$ cat src/hdl/lgts_pkg.sv
// shared types, constants and codes of the light grid sampler
package lgts_pkg;

   localparam int MAX_AXIS_DEF   = 16;
   localparam int GRID_DEPTH_DEF = 4096;

   // field widths
   localparam int SIZE_W   = 5;
   localparam int FRAC_W   = 9;
   localparam int IDX_W    = 15;
   localparam int ENTRY_W  = 12;
   localparam int VAL_W    = 16;
   localparam int REQ_W    = 160;
   localparam int RSP_W    = 96;
   localparam int CSR_AW   = 5;
   localparam int CSR_DW   = 32;
   localparam int CNT_W    = 5;

   // queue between front and back
   localparam int QUEUE_DEPTH = 4;
   localparam int QPTR_W      = $clog2(QUEUE_DEPTH);

   // iteration counts and direction scale of the back end
   localparam int CORNERS    = 8;
   localparam int SQRT_STEPS = 25;
   localparam int DIV_STEPS  = 15;
   localparam int DIR_ONE    = 16384;

   // operation codes of an input transfer
   localparam logic OP_LOAD  = 1'b0;
   localparam logic OP_QUERY = 1'b1;

   typedef enum logic [2:0] {
      REG_ORIGIN_X   = 3'd0,
      REG_ORIGIN_Y   = 3'd1,
      REG_ORIGIN_Z   = 3'd2,
      REG_SIZE_X     = 3'd3,
      REG_SIZE_Y     = 3'd4,
      REG_SIZE_Z     = 3'd5,
      REG_AMBIENT    = 3'd6,
      REG_GRID_READY = 3'd7
   } reg_index_type;

   typedef enum logic [1:0] {
      KIND_LOAD     = 2'd0,
      KIND_QUERY    = 2'd1,
      KIND_FALLBACK = 2'd2
   } kind_type;

   typedef enum logic [5:0] {
      ST_IDLE   = 6'b000001,
      ST_GATHER = 6'b000010,
      ST_SCALE  = 6'b000100,
      ST_SQRT   = 6'b001000,
      ST_DIVIDE = 6'b010000,
      ST_SEND   = 6'b100000
   } state_type;

   typedef struct packed {
      logic [2:0][VAL_W-1:0]  origin;
      logic [2:0][SIZE_W-1:0] size;
      logic [VAL_W-1:0]       ambient;
      logic                   grid_ready;
   } cfg_type;

   typedef struct packed {
      logic [SIZE_W-1:0] c0;
      logic [SIZE_W-1:0] c1;
      logic [FRAC_W-1:0] t;
   } axis_type;

   typedef struct packed {
      kind_type              kind;
      logic [ENTRY_W-1:0]    entry_index;
      logic [2:0][VAL_W-1:0] color;
      logic [2:0][VAL_W-1:0] dir;
      axis_type [2:0]        axis;
   } job_type;

   typedef struct packed {
      logic                  fallback;
      logic [2:0][VAL_W-1:0] dir;
      logic [2:0][VAL_W-1:0] color;
   } light_type;

endpackage

$ cat src/hdl/lgts_queue.sv
// short queue of classified transfers between front and back
module lgts_queue
   import lgts_pkg::*;
(
   input  logic    clock,
   input  logic    reset,
   input  logic    push,
   input  job_type push_job,
   input  logic    pop,
   output job_type head,
   output logic    full,
   output logic    empty
);

   job_type           slot_ff [QUEUE_DEPTH];
   logic [QPTR_W-1:0] wr_ff, wr_in, rd_ff, rd_in;
   logic [QPTR_W:0]   count_ff, count_in;

   // pointer and fill count update
   always_comb begin
      wr_in    = push ? wr_ff + 1'b1 : wr_ff;
      rd_in    = pop ? rd_ff + 1'b1 : rd_ff;
      count_in = count_ff + (push ? 1'b1 : 1'b0) - (pop ? 1'b1 : 1'b0);
   end

   always_ff @(posedge clock) begin
      if (reset) begin
         wr_ff    <= '0;
         rd_ff    <= '0;
         count_ff <= '0;
      end else begin
         wr_ff    <= wr_in;
         rd_ff    <= rd_in;
         count_ff <= count_in;
      end
   end

   // entry storage
   always_ff @(posedge clock) begin
      if (push) begin
         slot_ff[wr_ff] <= push_job;
      end
   end

   assign head  = slot_ff[rd_ff];
   assign full  = (count_ff == (QPTR_W + 1)'(QUEUE_DEPTH));
   assign empty = (count_ff == '0);

`ifndef ASSERT_OFF
   a_count_bound: assert property (@(posedge clock) disable iff (reset)
      count_ff <= (QPTR_W + 1)'(QUEUE_DEPTH))
      else $error("queue fill count beyond depth");
   a_no_overflow: assert property (@(posedge clock) disable iff (reset)
      full && !pop |-> !push)
      else $error("transfer pushed into full queue");
   a_no_underflow: assert property (@(posedge clock) disable iff (reset)
      empty |-> !pop)
      else $error("transfer popped from empty queue");
`endif

endmodule

$ cat config.mk
export PLATFORM = sky130hd
export DESIGN_NAME = lgts_queue
export DESIGN_NICKNAME = d
export VERILOG_FILES = /design/src/hdl/lgts_pkg.sv /design/src/hdl/lgts_queue.sv
export SDC_FILE = /design/constraint.sdc
export NUM_CORES = 1
export LEC_CHECK = 0
export ABC_CLOCK_PERIOD_IN_PS = 15800
export BUFFER_PORTS_ARGS = -buffer_cell sky130_fd_sc_hd__buf_2
export CAP_MARGIN = 5
export CORE_MARGIN = 3
export CORE_UTILIZATION = 50
export CTS_BUF_LIST = sky130_fd_sc_hd__clkbuf_16
export DETAILED_ROUTE_END_ITERATION = 8
export GPL_TIMING_DRIVEN = 0
export MAX_ROUTING_LAYER = met4
export PLACE_DENSITY = 0.74
export SLEW_MARGIN = 15
export SYNTH_ARGS = -nofsm -noshare
export SYNTH_HDL_FRONTEND = slang
export SYNTH_SLANG_ARGS = --single-unit
$ cat constraint.sdc
create_clock -name clock -period 15.8 [get_ports clock]
set_clock_uncertainty 0.2 [all_clocks]
set_input_delay 1.58 -clock clock [delete_from_list [all_inputs] [get_ports clock]]
set_output_delay 1.58 -clock clock [all_outputs]
set_load 0.02 [all_outputs]
==> results.ini <==
[worst_setup_path]
timing.critical_path.fanout_max = 10
cpPeakStageDelay_ps = 420
critical-path-slowest-cell = sky130_fd_sc_hd__buf_2
critical_path.most_common_cell = sky130_fd_sc_hd__buf_2
critical_path_arrival_ps = 2550
worst-r2r-cell-count = 6
path_cells = clkbuf_1 > buf_2 > buf_2 > mux4_2 > buf_2
worst_setup_ep_type = primary output
startpoint_type = flop
critical_path_class = reg2out
worst-endpoint-required_ps = 14020

[synthesis]
synth_top_area_share_pct = 81.5
yosys-top-cells-area = sky130_fd_sc_hd__edfxtp_1 (82%), sky130_fd_sc_hd__mux4_2 (15%), sky130_fd_sc_hd__dfxtp_1 (0.73%)
post_synth_inst_count = 915
yosys_warnings = 0
synth.ff_latch_count = 677
syn-mean-instance-area_um2 = 26.9
post-synth-top-area-cell = sky130_fd_sc_hd__edfxtp_1
yosysUniqueCellTypes = 23
total_nets_after_synthesis = 1093
post_synth_instance_area_um2 = 24600
ys_seq_area_share_pct = 82.3

[global_routing]
vias_in_the_first_global_route = 12000
grt_pass1_wl_um = 73600
number_of_antenna_violations_at_the_first_check_in_global_routing = 12
global_route.overflow_total = 0
use_met1_pct = 25.1
maximum_number_of_pins_on_one_net_before_global_route_repair = 50
globalRoute.busiestLayer = met2
groute.layer.met3.usage_pct = 6.05
gr-usage-all-layers_pct = 19.4
m2_gr_usage_pct = 30.0

[route]
route.vias.total = 11100
viasPerCell = 5.39
drc = 0
detail_routed_net_length_per_standard_cell_um = 23.3
routed_wirelength_um = 48000
dr.pass1.iters = 5
antenna_left = 0
detailedRoute.firstIterationViolations = 774

[power]
p_leak_nw = 10.1
power.ir.vdd_worst_v = 0.000121
powerDensity_nw_per_um2 = 138

[timing]
rsz_0062_raised_after_global_routing = no
peak_clock_frequency_supported_by_timing_mhz = 231
final.hold.worst_slack_ps = 350
tightestPinTransition_ps = 682
timing.slew.headroom_pct = 54.5
final.min_clock_period_ps = 4330
layout_worst_path_cycle_share_pct = 27.4
final-setup-viol-count = 0
final_hold_viol_count = 0
timing.setup.tns_ps = 0
drv_slew = 0

[clock_network]
cts.repair.resized = 0
cts.path.max_buffers = 3
tritoncts_clock_tree = done
holdBufCountCts = 0
path_clk_slew_ps = 60
clock_buffer_count_from_cts = 70
insertion_delay_ps = 600
cts_setup_buffers = 0
root_buffer = sky130_fd_sc_hd__clkbuf_16
clkSinkCount = 677
h-tree-depth = 3

[min_path]
holdCritPathClass = reg2reg
hold_path_depth = 2

[die]
die_width_um = 228
io_pins = 340
floorplan.die.height_um = 228
floorplan.core_area_um2 = 48100
num_rows = 80
initial_core_util_pct = 51.1
floorplan.die_area_um2 = 51900

[final_layout]
nets = 1518
flow.area_growth_from_synthesis_pct = 20.9
n_fill_cell = 3229
drive_above_1_share_pct = 47.1

[place]
detailedPlacementHpwl_um = 30100
placement.io_buffers = 339
gp_congestion = 0.719

[outcome]
run_status = finished, final reports clean

[flow_run]
max_cap_viol_count = 0

critical path: cells and delay by family (launching register included):
| kind | cells | cell delay, ps |
|---|---|---|
| buffers and inverters | 4 | 1270 |
| muxes | 1 | 380 |
| DFF | 1 | 300 |
logic make-up after synthesis:
| family | Yosys count | share of synthesized area [%] |
|---|---|---|
| flip-flops | 677 | 82.3 |
| AND/OR/NAND/NOR | 14 | 0.305 |
| multiplexers | 168 | 15.3 |
| XOR/XNOR | 3 | 0.168 |
| AO/OA/AOI/OAI | 2 | 0.0610 |
| buffers and inverters | 44 | 1.48 |
| adder cells (fa/ha/maj) | 7 | 0.387 |
worst paths after layout:
kind	startpoint	endpoint	slack, ps
hold / removal	wr_ff[1]	wr_ff[1]	350
hold reg to reg	wr_ff[1]	wr_ff[1]	350
setup / recovery	flop	head[116]	11470
setup reg to reg	wr_ff[0]	slot_ff[2][37]	13290
synth_stat cells:
cell type / number
sky130_fd_sc_hd__nor2_1: 5
sky130_fd_sc_hd__and3_1: 1
sky130_fd_sc_hd__nor2b_1: 2
sky130_fd_sc_hd__nand3b_1: 1
sky130_fd_sc_hd__xnor2_1: 2
sky130_fd_sc_hd__buf_4: 3
sky130_fd_sc_hd__xor3_1: 1
sky130_fd_sc_hd__mux2i_1: 1
sky130_fd_sc_hd__buf_2: 18
sky130_fd_sc_hd__and2_1: 4
sky130_fd_sc_hd__a21oi_1: 1
sky130_fd_sc_hd__inv_1: 6
sky130_fd_sc_hd__buf_12: 1
sky130_fd_sc_hd__fa_1: 1
sky130_fd_sc_hd__clkbuf_1: 1
sky130_fd_sc_hd__edfxtp_1: 668
sky130_fd_sc_hd__nor3_1: 1
sky130_fd_sc_hd__ha_1: 6
sky130_fd_sc_hd__mux4_2: 167
sky130_fd_sc_hd__a21bo_2: 1
sky130_fd_sc_hd__dfxtp_1: 9
sky130_fd_sc_hd__buf_6: 5
sky130_fd_sc_hd__buf_8: 10
cell type report:
cell class / instances / area (µm²) / share of cell area [%]
clock buffers: 73 / 1830 / 6.14
plain buffers: 38 / 343 / 1.15
repair buffers: 353 / 2040 / 6.87
well taps: 656 / 821 / 2.76
diodes: 13 / 32.5 / 0.109
multi-input cells: 194 / 4010 / 13.5
clock inverters: 51 / 402 / 1.35
inverters: 6 / 22.5 / 0.0757
flip-flops and latches: 677 / 20200 / 68.1
metrics by stage:
step	instances	cell area, µm²	util [%]	total power [mW]	worst slack, ps
2_1_floorplan	915	24600	-	2.41	9670
3_3_place_gp	1910	27100	56.3	2.57	6310
3_5_place_dp	1924	27500	57.1	2.57	12020
4_1_cts	2048	29700	61.7	4.16	11340
5_1_grt	2060	29700	61.8	4.26	11280
6_report	2061	29700	61.8	4.11	11470
registers in the layout, indices dropped and copies added (netlist names), named ones only:
name / count
count_ff: 3
wr_ff: 2
rd_ff: 2
slot_ff: 668
layout by cell type (no fill, tap or decap), types with 2 or more instances in the layout:
master | Yosys | final
sky130_fd_sc_hd__edfxtp_1 | 668 | 668
sky130_fd_sc_hd__buf_2 | 18 | 357
sky130_fd_sc_hd__mux4_2 | 167 | 167
sky130_fd_sc_hd__clkbuf_16 | 0 | 73
sky130_fd_sc_hd__clkinv_1 | 0 | 20
sky130_fd_sc_hd__inv_1 | 6 | 16
sky130_fd_sc_hd__diode_2 | 0 | 13
sky130_fd_sc_hd__buf_8 | 10 | 10
sky130_fd_sc_hd__dfxtp_1 | 9 | 9
sky130_fd_sc_hd__buf_16 | 0 | 9
sky130_fd_sc_hd__clkinv_2 | 0 | 8
sky130_fd_sc_hd__buf_12 | 1 | 6
sky130_fd_sc_hd__ha_1 | 6 | 6
sky130_fd_sc_hd__bufinv_16 | 0 | 6
sky130_fd_sc_hd__buf_6 | 5 | 5
sky130_fd_sc_hd__nor2_1 | 5 | 5
sky130_fd_sc_hd__inv_6 | 0 | 5
sky130_fd_sc_hd__and2_4 | 0 | 4
sky130_fd_sc_hd__buf_4 | 3 | 3
sky130_fd_sc_hd__nor2b_1 | 2 | 2
sky130_fd_sc_hd__xnor2_1 | 2 | 2
report_power, final:
part           internal, mW  leakage (nW)  total, mW  switching [mW]
logic                 0.183          2.76      0.441           0.259
clock network         0.934          1.13       1.58           0.647
registers              2.06          6.21       2.08          0.0186
layer usage:
layer,share of wire (%),up-vias
li1,-,4853
met5,0,-
met2,50,389
met1,40,5820
met4,1.8,0
met3,8.3,57
Note: power is estimated with default switching activity, not from simulation.
