**config.mk**
```make
export PLATFORM = sky130hd
export DESIGN_NAME = lgts_front
export DESIGN_NICKNAME = d
export VERILOG_FILES = /design/src/hdl/lgts_pkg.sv /design/src/hdl/lgts_front.sv
export SDC_FILE = /design/constraint.sdc
export NUM_CORES = 1
export LEC_CHECK = 0
export ABC_AREA = 1
export BUFFER_PORTS_ARGS = -buffer_cell sky130_fd_sc_hd__buf_2
export CORE_AREA = 2 2 156 158
export DETAILED_ROUTE_END_ITERATION = 7
export DIE_AREA = 0 0 158 160
export PLACE_DENSITY = 0.69
export SYNTH_ARGS = -nofsm -noshare
export SYNTH_HDL_FRONTEND = slang
export SYNTH_SLANG_ARGS = --single-unit
export TNS_END_PERCENT = 10
```
**constraint.sdc**
```tcl
create_clock -name vclk -period 17.9
set_clock_uncertainty 0.15 [all_clocks]
set_input_delay 3.58 -clock vclk [all_inputs]
set_output_delay 3.58 -clock vclk [all_outputs]
set_load 0.005 [all_outputs]
```
**src/hdl/lgts_pkg.sv**
```systemverilog
// shared types, constants and codes of the light grid sampler
package lgts_pkg;

   localparam int MAX_AXIS_DEF   = 16;
   localparam int GRID_DEPTH_DEF = 4096;

   // field widths
   localparam int SIZE_W   = 5;
   localparam int FRAC_W   = 9;
   localparam int IDX_W    = 15;
   localparam int ENTRY_W  = 12;
   localparam int VAL_W    = 16;
   localparam int REQ_W    = 160;
   localparam int RSP_W    = 96;
   localparam int CSR_AW   = 5;
   localparam int CSR_DW   = 32;
   localparam int CNT_W    = 5;

   // queue between front and back
   localparam int QUEUE_DEPTH = 4;
   localparam int QPTR_W      = $clog2(QUEUE_DEPTH);

   // iteration counts and direction scale of the back end
   localparam int CORNERS    = 8;
   localparam int SQRT_STEPS = 25;
   localparam int DIV_STEPS  = 15;
   localparam int DIR_ONE    = 16384;

   // operation codes of an input transfer
   localparam logic OP_LOAD  = 1'b0;
   localparam logic OP_QUERY = 1'b1;

   typedef enum logic [2:0] {
      REG_ORIGIN_X   = 3'd0,
      REG_ORIGIN_Y   = 3'd1,
      REG_ORIGIN_Z   = 3'd2,
      REG_SIZE_X     = 3'd3,
      REG_SIZE_Y     = 3'd4,
      REG_SIZE_Z     = 3'd5,
      REG_AMBIENT    = 3'd6,
      REG_GRID_READY = 3'd7
   } reg_index_type;

   typedef enum logic [1:0] {
      KIND_LOAD     = 2'd0,
      KIND_QUERY    = 2'd1,
      KIND_FALLBACK = 2'd2
   } kind_type;

   typedef enum logic [5:0] {
      ST_IDLE   = 6'b000001,
      ST_GATHER = 6'b000010,
      ST_SCALE  = 6'b000100,
      ST_SQRT   = 6'b001000,
      ST_DIVIDE = 6'b010000,
      ST_SEND   = 6'b100000
   } state_type;

   typedef struct packed {
      logic [2:0][VAL_W-1:0]  origin;
      logic [2:0][SIZE_W-1:0] size;
      logic [VAL_W-1:0]       ambient;
      logic                   grid_ready;
   } cfg_type;

   typedef struct packed {
      logic [SIZE_W-1:0] c0;
      logic [SIZE_W-1:0] c1;
      logic [FRAC_W-1:0] t;
   } axis_type;

   typedef struct packed {
      kind_type              kind;
      logic [ENTRY_W-1:0]    entry_index;
      logic [2:0][VAL_W-1:0] color;
      logic [2:0][VAL_W-1:0] dir;
      axis_type [2:0]        axis;
   } job_type;

   typedef struct packed {
      logic                  fallback;
      logic [2:0][VAL_W-1:0] dir;
      logic [2:0][VAL_W-1:0] color;
   } light_type;

endpackage

```
**src/hdl/lgts_front.sv**
```systemverilog
// front end: classifies transfers and works out corners and fractions of queries
module lgts_front
   import lgts_pkg::*;
#(
   parameter int MAX_AXIS   = MAX_AXIS_DEF,
   parameter int GRID_DEPTH = GRID_DEPTH_DEF
) (
   input  logic                  op,
   input  logic [ENTRY_W-1:0]    entry_index,
   input  logic [2:0][VAL_W-1:0] color,
   input  logic [2:0][VAL_W-1:0] dir,
   input  logic [2:0][VAL_W-1:0] point,
   input  cfg_type               cfg,
   output job_type               job
);

   logic [2:0][16:0]       rel;
   logic [2:0][12:0]       hi;
   logic [2:0][12:0]       rc;
   logic [2:0][SIZE_W-1:0] cap;
   logic [2:0][SIZE_W-1:0] lo;
   logic [2:0][12:0]       frac;
   logic [9:0]             prod_yz;
   logic [14:0]            product;
   logic                   usable;

   // grid usability from the sizes
   always_comb begin
      usable = cfg.grid_ready;
      for (int i = 0; i < 3; i++) begin
         if (cfg.size[i] == '0 || {27'd0, cfg.size[i]} > MAX_AXIS) begin
            usable = 1'b0;
         end
      end
      prod_yz = 10'(cfg.size[1]) * 10'(cfg.size[2]);
      product = 15'(cfg.size[0]) * 15'(prod_yz);
      if ({17'd0, product} > GRID_DEPTH) begin
         usable = 1'b0;
      end
   end

   // per axis clamp, low corner and fraction
   always_comb begin
      for (int i = 0; i < 3; i++) begin
         rel[i] = {point[i][15], point[i]} - {cfg.origin[i][15], cfg.origin[i]};
         hi[i]  = {cfg.size[i] - 5'd1, 8'd0};
         if (rel[i][16]) begin
            rc[i] = '0;
         end else if (rel[i][15:0] > {3'd0, hi[i]}) begin
            rc[i] = hi[i];
         end else begin
            rc[i] = rel[i][12:0];
         end
         cap[i] = (cfg.size[i] >= 5'd2) ? cfg.size[i] - 5'd2 : '0;
         lo[i]  = (rc[i][12:8] > cap[i]) ? cap[i] : rc[i][12:8];
         frac[i] = rc[i] - {lo[i], 8'd0};
      end
   end

   // assemble the queue entry
   always_comb begin
      job.entry_index = entry_index;
      job.color       = color;
      job.dir         = dir;
      for (int i = 0; i < 3; i++) begin
         job.axis[i].c0 = lo[i];
         job.axis[i].c1 = ({1'b0, lo[i]} + 6'd1 < {1'b0, cfg.size[i]}) ?
                          lo[i] + 5'd1 : cfg.size[i] - 5'd1;
         job.axis[i].t  = frac[i][FRAC_W-1:0];
      end
      if (op == OP_LOAD) begin
         job.kind = KIND_LOAD;
      end else if (usable) begin
         job.kind = KIND_QUERY;
      end else begin
         job.kind = KIND_FALLBACK;
      end
   end

endmodule

```
==> impl_results.rst, run 1 <==
.. list-table::
   :header-rows: 1

   * - Metric
     - Value
   * - Count of filler cells inserted in the layout
     - ~2600
   * - Area of the die
     - between 20000 and 30000 sq um
   * - Comb pwr share
     - 100.0%
   * - Final ANT Viol Nets
     - 0
   * - Total Routed Length
     - between 20 and 25 mm
   * - I/O pin count
     - ~400
   * - Critical Path Max Stage Delay
     - between 0.5 and 0.6 ns
   * - Status
     - finished, final reports clean
   * - Setup repair after global routing missed its margin
     - false
   * - Iteration count of the initial detailed-routing pass
     - 5
   * - Core Footprint
     - roughly 24000 sq um
   * - Final Net Count
     - around 2000
   * - Classification of the worst-slack hold path
     - input port to primary output
   * - Number of instances in the synthesized netlist
     - around 1500
   * - Wire length of the first global-routing pass
     - about 37 mm
   * - Max Cap Viol
     - 0
   * - Number of max-slew violations in the final report
     - 0
   * - Max Clk Rate
     - 71.32 MHz
   * - Final hold violation count
     - 0
   * - Cell with the largest stage delay on the worst path
     - fa_1
   * - Crit path time final
     - 14.02 ns
   * - Standard-cell rows
     - 57
   * - Total negative slack
     - 0 ns
   * - Resized Gates After CTS
     - 0
   * - Relative contribution of sequential cells to total power
     - 0%
   * - Post-detailed-route wirelength per cell
     - 11.43 um
   * - Worst Tran Pin Value
     - slightly above 0.5 ns
   * - Number of global-route vias before repair
     - roughly 8300
   * - Cell type with the largest total area after synthesis
     - ha_1
   * - Cell Pwr Density
     - about 78 nW/um^2
   * - Internal power of the cells
     - between 0.0002 and 0.0003 W
   * - Switching power share of the total
     - 60.36%
   * - Syn Std Cell Area
     - about 9100 sq um
   * - Syn_nets
     - about 2000
   * - Starting density of the core
     - around two fifths
   * - CP most frequent cell
     - fa_1
   * - Post-route cell area
     - 9552 sq um
   * - Seq cells
     - 0
   * - Global routing usage summed across all routing layers
     - about 17%
   * - Remaining global-route overflow
     - 0
   * - Critical setup path kind
     - input port to primary output
   * - Hold-fix buffers, CTS
     - 0
   * - Worst setup SP type
     - input port
   * - Port buffer count
     - around 170
   * - Portion of synthesized cell area occupied by the leading cell type
     - roughly a fifth
   * - Required @ worst endpoint
     - 14.17 ns
   * - Synthesized area per cell
     - between 5 and 6 sq um
   * - Post-synthesis sequential area ratio
     - 0%
   * - Area taken by flip-flops and latches
     - 0 sq um
   * - Critical hold path startpoint
     - dir[44]
   * - Number of remaining DRC errors
     - 0
   * - Crit path arrival time
     - 10.29 ns
   * - Floorplan die width
     - around 160 um
   * - Layout overhead on the synthesized area
     - 4.404%
   * - Clock network fraction of design power
     - 0%
   * - Family with the most delay on the worst path
     - adder cells
   * - Average via count per standard cell
     - 4.730
   * - Die boundary height
     - approximately 160 um
   * - Post-route clock period utilization
     - 78.34%
   * - Path length in cells of the critical path
     - 32
   * - Instance count along the most critical hold path
     - 0
   * - Number of distinct library cells after synthesis
     - 49
   * - Antenna violations before repair
     - 3
   * - Multi-input combinational cell area
     - a little over 7000 sq um
   * - Placed Area
     - around 9500 sq um
   * - Number of warnings printed during yosys synthesis
     - 0
   * - Number of clock buffer instances in the layout
     - 0
   * - Largest cells by area after synthesis
     - ha_1 (20%), nand2_1 (17%), inv_1 (12%)
   * - IR Drop Worst-Case VDD
     - 57.96 uV
   * - Layout cells sized above 1
     - between 10% and 20%
   * - Critical path fanouts, max
     - 10
   * - End point of the worst hold path
     - job[101]
   * - Via Count
     - 9015
   * - Maximum number of pins on one net before global-route repair
     - 15
   * - Count of buffer and inverter cells on the critical path
     - 6
   * - Number of buffers added for setup after CTS
     - 0
   * - Estimated wirelength of the detail-placed design
     - between 15 and 20 mm
   * - Cell leakage power
     - approximately 6 nW
   * - Number of DRC markers in iteration 0
     - around 430
   * - Slew HR
     - approximately 65%
   * - Final setup viols
     - 0
   * - Final weighted congestion of routability-driven global placement
     - 0.8994
   * - Critical Path Sink Type
     - primary output
   * - Net switching power figure
     - approximately 0.00045 W
==> cell type report <==
cell class / instances / share of cell area [%]
Inverter: 317 / 12.48
Timing Repair Buffer: 172 / 9.012
Antenna cell: 3 / 0.07860
Multi-Input combinational cell: 1090 / 74.18
Tap cell: 324 / 4.244
==> layout by cell type, fill, tap and decap left out, drive strengths merged, types with 2 or more instances in the layout <==
cell      n
nor2    135
nand4    24
o21bai    5
a31o      3
clkinv    3
o31ai     2
or2      16
fa       36
inv     314
diode     3
nand3    90
nand2   439
a31oi     7
nor3     10
o21ai    22
xor2     27
and3      8
a21o      2
nand3b    2
buf     172
o211ai    2
a21oi    82
ha      149
o21a      4
xnor2    22
==> layer usage <==
metal	vias up	wire, um	track usage, %
met5	-	13	0
met4	2	315	2.416
met3	44	1275	1.710
met2	232	10060	29.68
met1	3998	10130	22.09
li1	4739	-	-
==> how the worst max path moves through the flow <==
stage | start | end | slack (ns)
floorplan | cfg[22] | job[166] | 4.39
global placement | cfg[22] | job[166] | 3.87
detailed placement | cfg[22] | job[166] | 3.86
CTS | cfg[22] | job[166] | 3.84
global route | cfg[22] | job[166] | 3.39
finish | cfg[22] | job[166] | 3.88
==> stage by stage <==
stage	utilization, %	cells	hold slack (ns)	power (W)	worst slack [ns]
after floorplan	-	1528	7.081	0.0005830	4.390
after global placement	40.07	1903	7.010	0.0007255	3.871
after detailed placement	40.07	1903	7.010	0.0007407	3.857
after CTS	40.07	1903	7.010	0.0007467	3.844
after global routing	40.08	1904	7.010	0.0008507	3.390
final	40.10	1906	7.010	0.0007411	3.878
==> kinds of logic after synthesis <==
kind of cell / synth area share [%]
and+or+nand+nor: 35.71
xor gates and xnor gates: 4.773
adders and majority gates: 28.25
buffers and inverters: 22.55
AOI/OAI and AO/OA: 8.712
==> power groups by stage <==
| stage | Combinational (W) | Clock, W | Sequential (W) |
|---|---|---|---|
| 6_report | 0.000741 | 0.0000000000224 | 0 |
| 3_5_place_dp | 0.000741 | 0 | 0 |
| 5_1_grt | 0.000851 | 0.00000000000747 | 0 |
| 2_1_floorplan | 0.000583 | 0 | 0 |
| 4_1_cts | 0.000747 | 0 | 0 |
| 3_3_place_gp | 0.000726 | 0 | 0 |
==> cell usage after synthesis, types with 11 or more instances <==
cell type / number
xor2_1: 27
nand4_1: 23
nand3_1: 75
fa_1: 36
nand3_2: 11
ha_1: 149
o21ai_0: 13
xnor2_1: 21
nand2_2: 23
buf_4: 108
nor2_1: 123
inv_1: 303
a21oi_1: 73
nand2_1: 411
(Power assumes the default switching activity.)
==> inputs of run 2 (changes only) <==
Settings changed: ABC_AREA 1 to 0, CORE_AREA 2 2 156 158 to 2 2 159 161, DIE_AREA 0 0 158 160 to 0 0 161 163, PLACE_DENSITY 0.69 to 0.66.
Clock period 17.9 ns to 11.4 ns, I/O delays scaled along.
==> run 2 against run 1 <==
Effect of this change:
- worst setup slack worse by 4.0 ns
- critical endpoint is now job[49]
- global-route usage down 0.50 points
- the run now ends with negative setup slack left
- utilization up 1.5 points
- non-clock buffer count up 130
==> impl_results.rst, run 2 <==
.. list-table::
   :header-rows: 1

   * - Metric
     - Value
   * - Setup repair after global routing missed its margin
     - true
   * - Syn_nets
     - 1582 (-19%)
   * - Number of clock buffer instances in the layout
     - 0 (unchanged)
   * - Smallest setup slack after layout
     - -0.1658 ns (-4.044 ns)
   * - Commonest non-fill, non-tap cell in the layout
     - buf_2
   * - Number of DRC markers in iteration 0
     - 375 (-12%)
   * - Critical Path Max Stage Delay
     - 0.37 ns (-0.18 ns)
   * - Cell Pwr Density
     - 134.0 nW/um^2 (+73%)
   * - Remaining global-route overflow
     - 0 (unchanged)
   * - Total Routed Length
     - 23.02 mm (+5.6%)
   * - Starting density of the core
     - 34.69% (-3.7 points)
   * - Number of warnings printed during yosys synthesis
     - 0 (unchanged)
   * - Synthesized area per cell
     - 7.379 sq um (+23%)
   * - Required @ worst endpoint
     - 8.97 ns (-5.20 ns)
   * - Crit path time final
     - between 10 and 15 ns
   * - Max Cap Viol
     - 0 (unchanged)
   * - Classification of the worst-slack hold path
     - input port to primary output
   * - Critical path fanouts, max
     - 6 (-4)
   * - Crit path arrival time
     - 9.14 ns (-1.15 ns)
   * - Final hold violation count
     - 0 (unchanged)
   * - Critical setup path kind
     - input port to primary output
   * - Syn Std Cell Area
     - 8559 sq um (-6.4%)
   * - Post-route clock period utilization
     - 101.5%
   * - Violations in the final reports
     - negative setup slack
   * - Post-detailed-route wirelength per cell
     - 13.81 um (+21%)
   * - Number of instances in the synthesized netlist
     - 1160 (-24%)
   * - Die boundary height
     - 163 um (+1.9%)
   * - Cell with the largest stage delay on the worst path
     - fa_2
   * - Post-synthesis sequential area ratio
     - 0% (unchanged)
   * - Seq cells
     - 0 (unchanged)
   * - Maximum number of pins on one net before global-route repair
     - 16 (+1)
   * - Final setup viols
     - 9 (+9)
   * - Leading cell types in the layout, fill and taps excluded
     - buf_2 (170), ha_1 (142), inv_1 (141), buf_4 (127), nor2_1 (83)
   * - Portion of synthesized cell area occupied by the leading cell type
     - 21.78% (+1.4 points)
   * - Cell type with the largest total area after synthesis
     - ha_1
   * - Iteration count of the initial detailed-routing pass
     - 6 (+1)
   * - Estimated wirelength of the detail-placed design
     - 19.71 mm (+1.6%)
   * - Largest cells by area after synthesis
     - ha_1 (22%), buf_4 (9.5%), fa_1 (8.4%)
   * - Cell types with the highest counts after synthesis
     - ha_1 (149), inv_1 (142), buf_4 (108), nor2_1 (85), nand2_1 (72)
   * - Floorplan die width
     - 161 um (+1.9%)
   * - Critical Path Sink Type
     - primary output
   * - Final hold slack
     - 4.410 ns (-2.600 ns)
   * - Max Clk Rate
     - between 80 and 90 MHz
   * - Final weighted congestion of routability-driven global placement
     - 0.8679 (-3.5%)
   * - Dominant cell by count in the synthesized netlist
     - ha_1
   * - Area taken by flip-flops and latches
     - 0 sq um (unchanged)
   * - Worst setup SP type
     - input port
   * - Number of distinct library cells after synthesis
     - 90 (+84%)
   * - Global routing usage summed across all routing layers
     - 16.19% (-0.50 points)
   * - Worst Tran Pin Value
     - 0.6290 ns (+0.1106 ns)
   * - Status
     - finished, violations left
   * - Antenna violations before repair
     - 2 (-1)
   * - Average via count per standard cell
     - 5.108 (+8.0%)
   * - IR Drop Worst-Case VDD
     - 80.30 uV (+39%)
   * - Port buffer count
     - 172 (unchanged)
   * - Count of filler cells inserted in the layout
     - 2554 (-3.1%)
   * - I/O pin count
     - 404 (unchanged)
   * - Core Footprint
     - 24670 sq um (+3.6%)
   * - Total negative slack
     - -1.099 ns (-1.099 ns)
   * - Wire length of the first global-routing pass
     - 36.59 mm (about the same)
   * - Area of the die
     - 26240 sq um (+3.8%)
   * - Layout overhead on the synthesized area
     - 19.82%
   * - Standard-cell rows
     - 58 (+1.8%)
   * - Number of global-route vias before repair
     - 7965 (-4.4%)
   * - Slew HR
     - 57.87% (-7.3 points)
   * - Cell leakage power
     - 5.399 nW (-11%)
   * - Number of max-slew violations in the final report
     - 0 (unchanged)
   * - Final Net Count
     - 1759 (-12%)
   * - Number of remaining DRC errors
     - 0 (unchanged)
   * - Final ANT Viol Nets
     - 0 (unchanged)
   * - Via Count
     - 8515 (-5.5%)
   * - Layout cells sized above 1
     - 29.66% (+13 points)
## run 2: cell count changes in the layout (fill, tap and decap cells not counted), moves of 26 or more
cell	delta
and2_1	+32
buf_4	+127
inv_1	-162
nand2_1	-340
nand3_1	-49
nor2_1	-40
xnor2_1	+26
## run 2: final timing paths
path / start / endpoint / cells past startpoint
max: point[32] / job[49] / 38
min: dir[45] / job[102] / 0
## run 2: cell families after synthesis
logic type	share of synthesized area, %
AND/OR/NAND/NOR	21.47
buffers and inverters	17.00
AO/OA/AOI/OAI	21.25
adder cells (fa/ha/maj)	30.20
XOR/XNOR	7.250
multiplexers	2.821
## run 2: timing repair
item | 4_1_cts | 5_1_grt
pin swaps | 32 | 4
hold buffers | 0 | 0
gates resized for setup | 38 | 12
buffers inserted | 4 | 1
setup endpoints to repair | 15 | 16
hold endpoints to repair | 0 | 0
## run 2: metal layers
metal,up-vias,global-route usage [%],routed length (um)
li1,4263,-,-
met1,3979,21.10,10340
met2,217,28.66,10970
met5,-,0,11
met3,54,1.833,1172
met4,2,3.653,530
## run 2: layout make-up
class | instances | area (sq um) | area share, %
Multi-Input combinational cell | 885 | 7420 | 72.34
Timing Repair Buffer | 302 | 1861 | 18.14
Inverter | 148 | 558.0 | 5.441
Tap cell | 330 | 412.9 | 4.026
Antenna cell | 2 | 5.005 | 0.04880
## run 2: report_power, final
group	internal (W)	total, W	switching (W)	leakage [nW]
combinational	0.000668	0.00137	0.000706	5.40
sequential	0	0	0	0
clock	0.0000000000235	0.0000000000235	0	0.0000127
total	0.000668	0.00137	0.000706	5.40
## run 2: through the flow
| step | utilization (%) | setup slack [ns] | power, W | cells | cell area [sq um] |
|---|---|---|---|---|---|
| floorplan | - | 0.009953 | 0.0009086 | 1160 | 8633 |
| global placement | 40.31 | -0.4343 | 0.001278 | 1660 | 9946 |
| detailed placement | 40.31 | -0.5144 | 0.001304 | 1660 | 9946 |
| CTS | 41.25 | -0.1501 | 0.001362 | 1664 | 10180 |
| global route | 41.55 | -0.5522 | 0.001542 | 1665 | 10250 |
| finish | 41.57 | -0.1658 | 0.001374 | 1667 | 10260 |
## run 2: critical path: cells and delay by family
family                     cells  cell delay (ns)
adders and majority gates      6             1.70
AOI/OAI and AO/OA             15             2.82
xor gates and xnor gates       2             0.33
buffers and inverters          7             0.78
and+or+nand+nor                6             0.57
muxes                          2             0.66
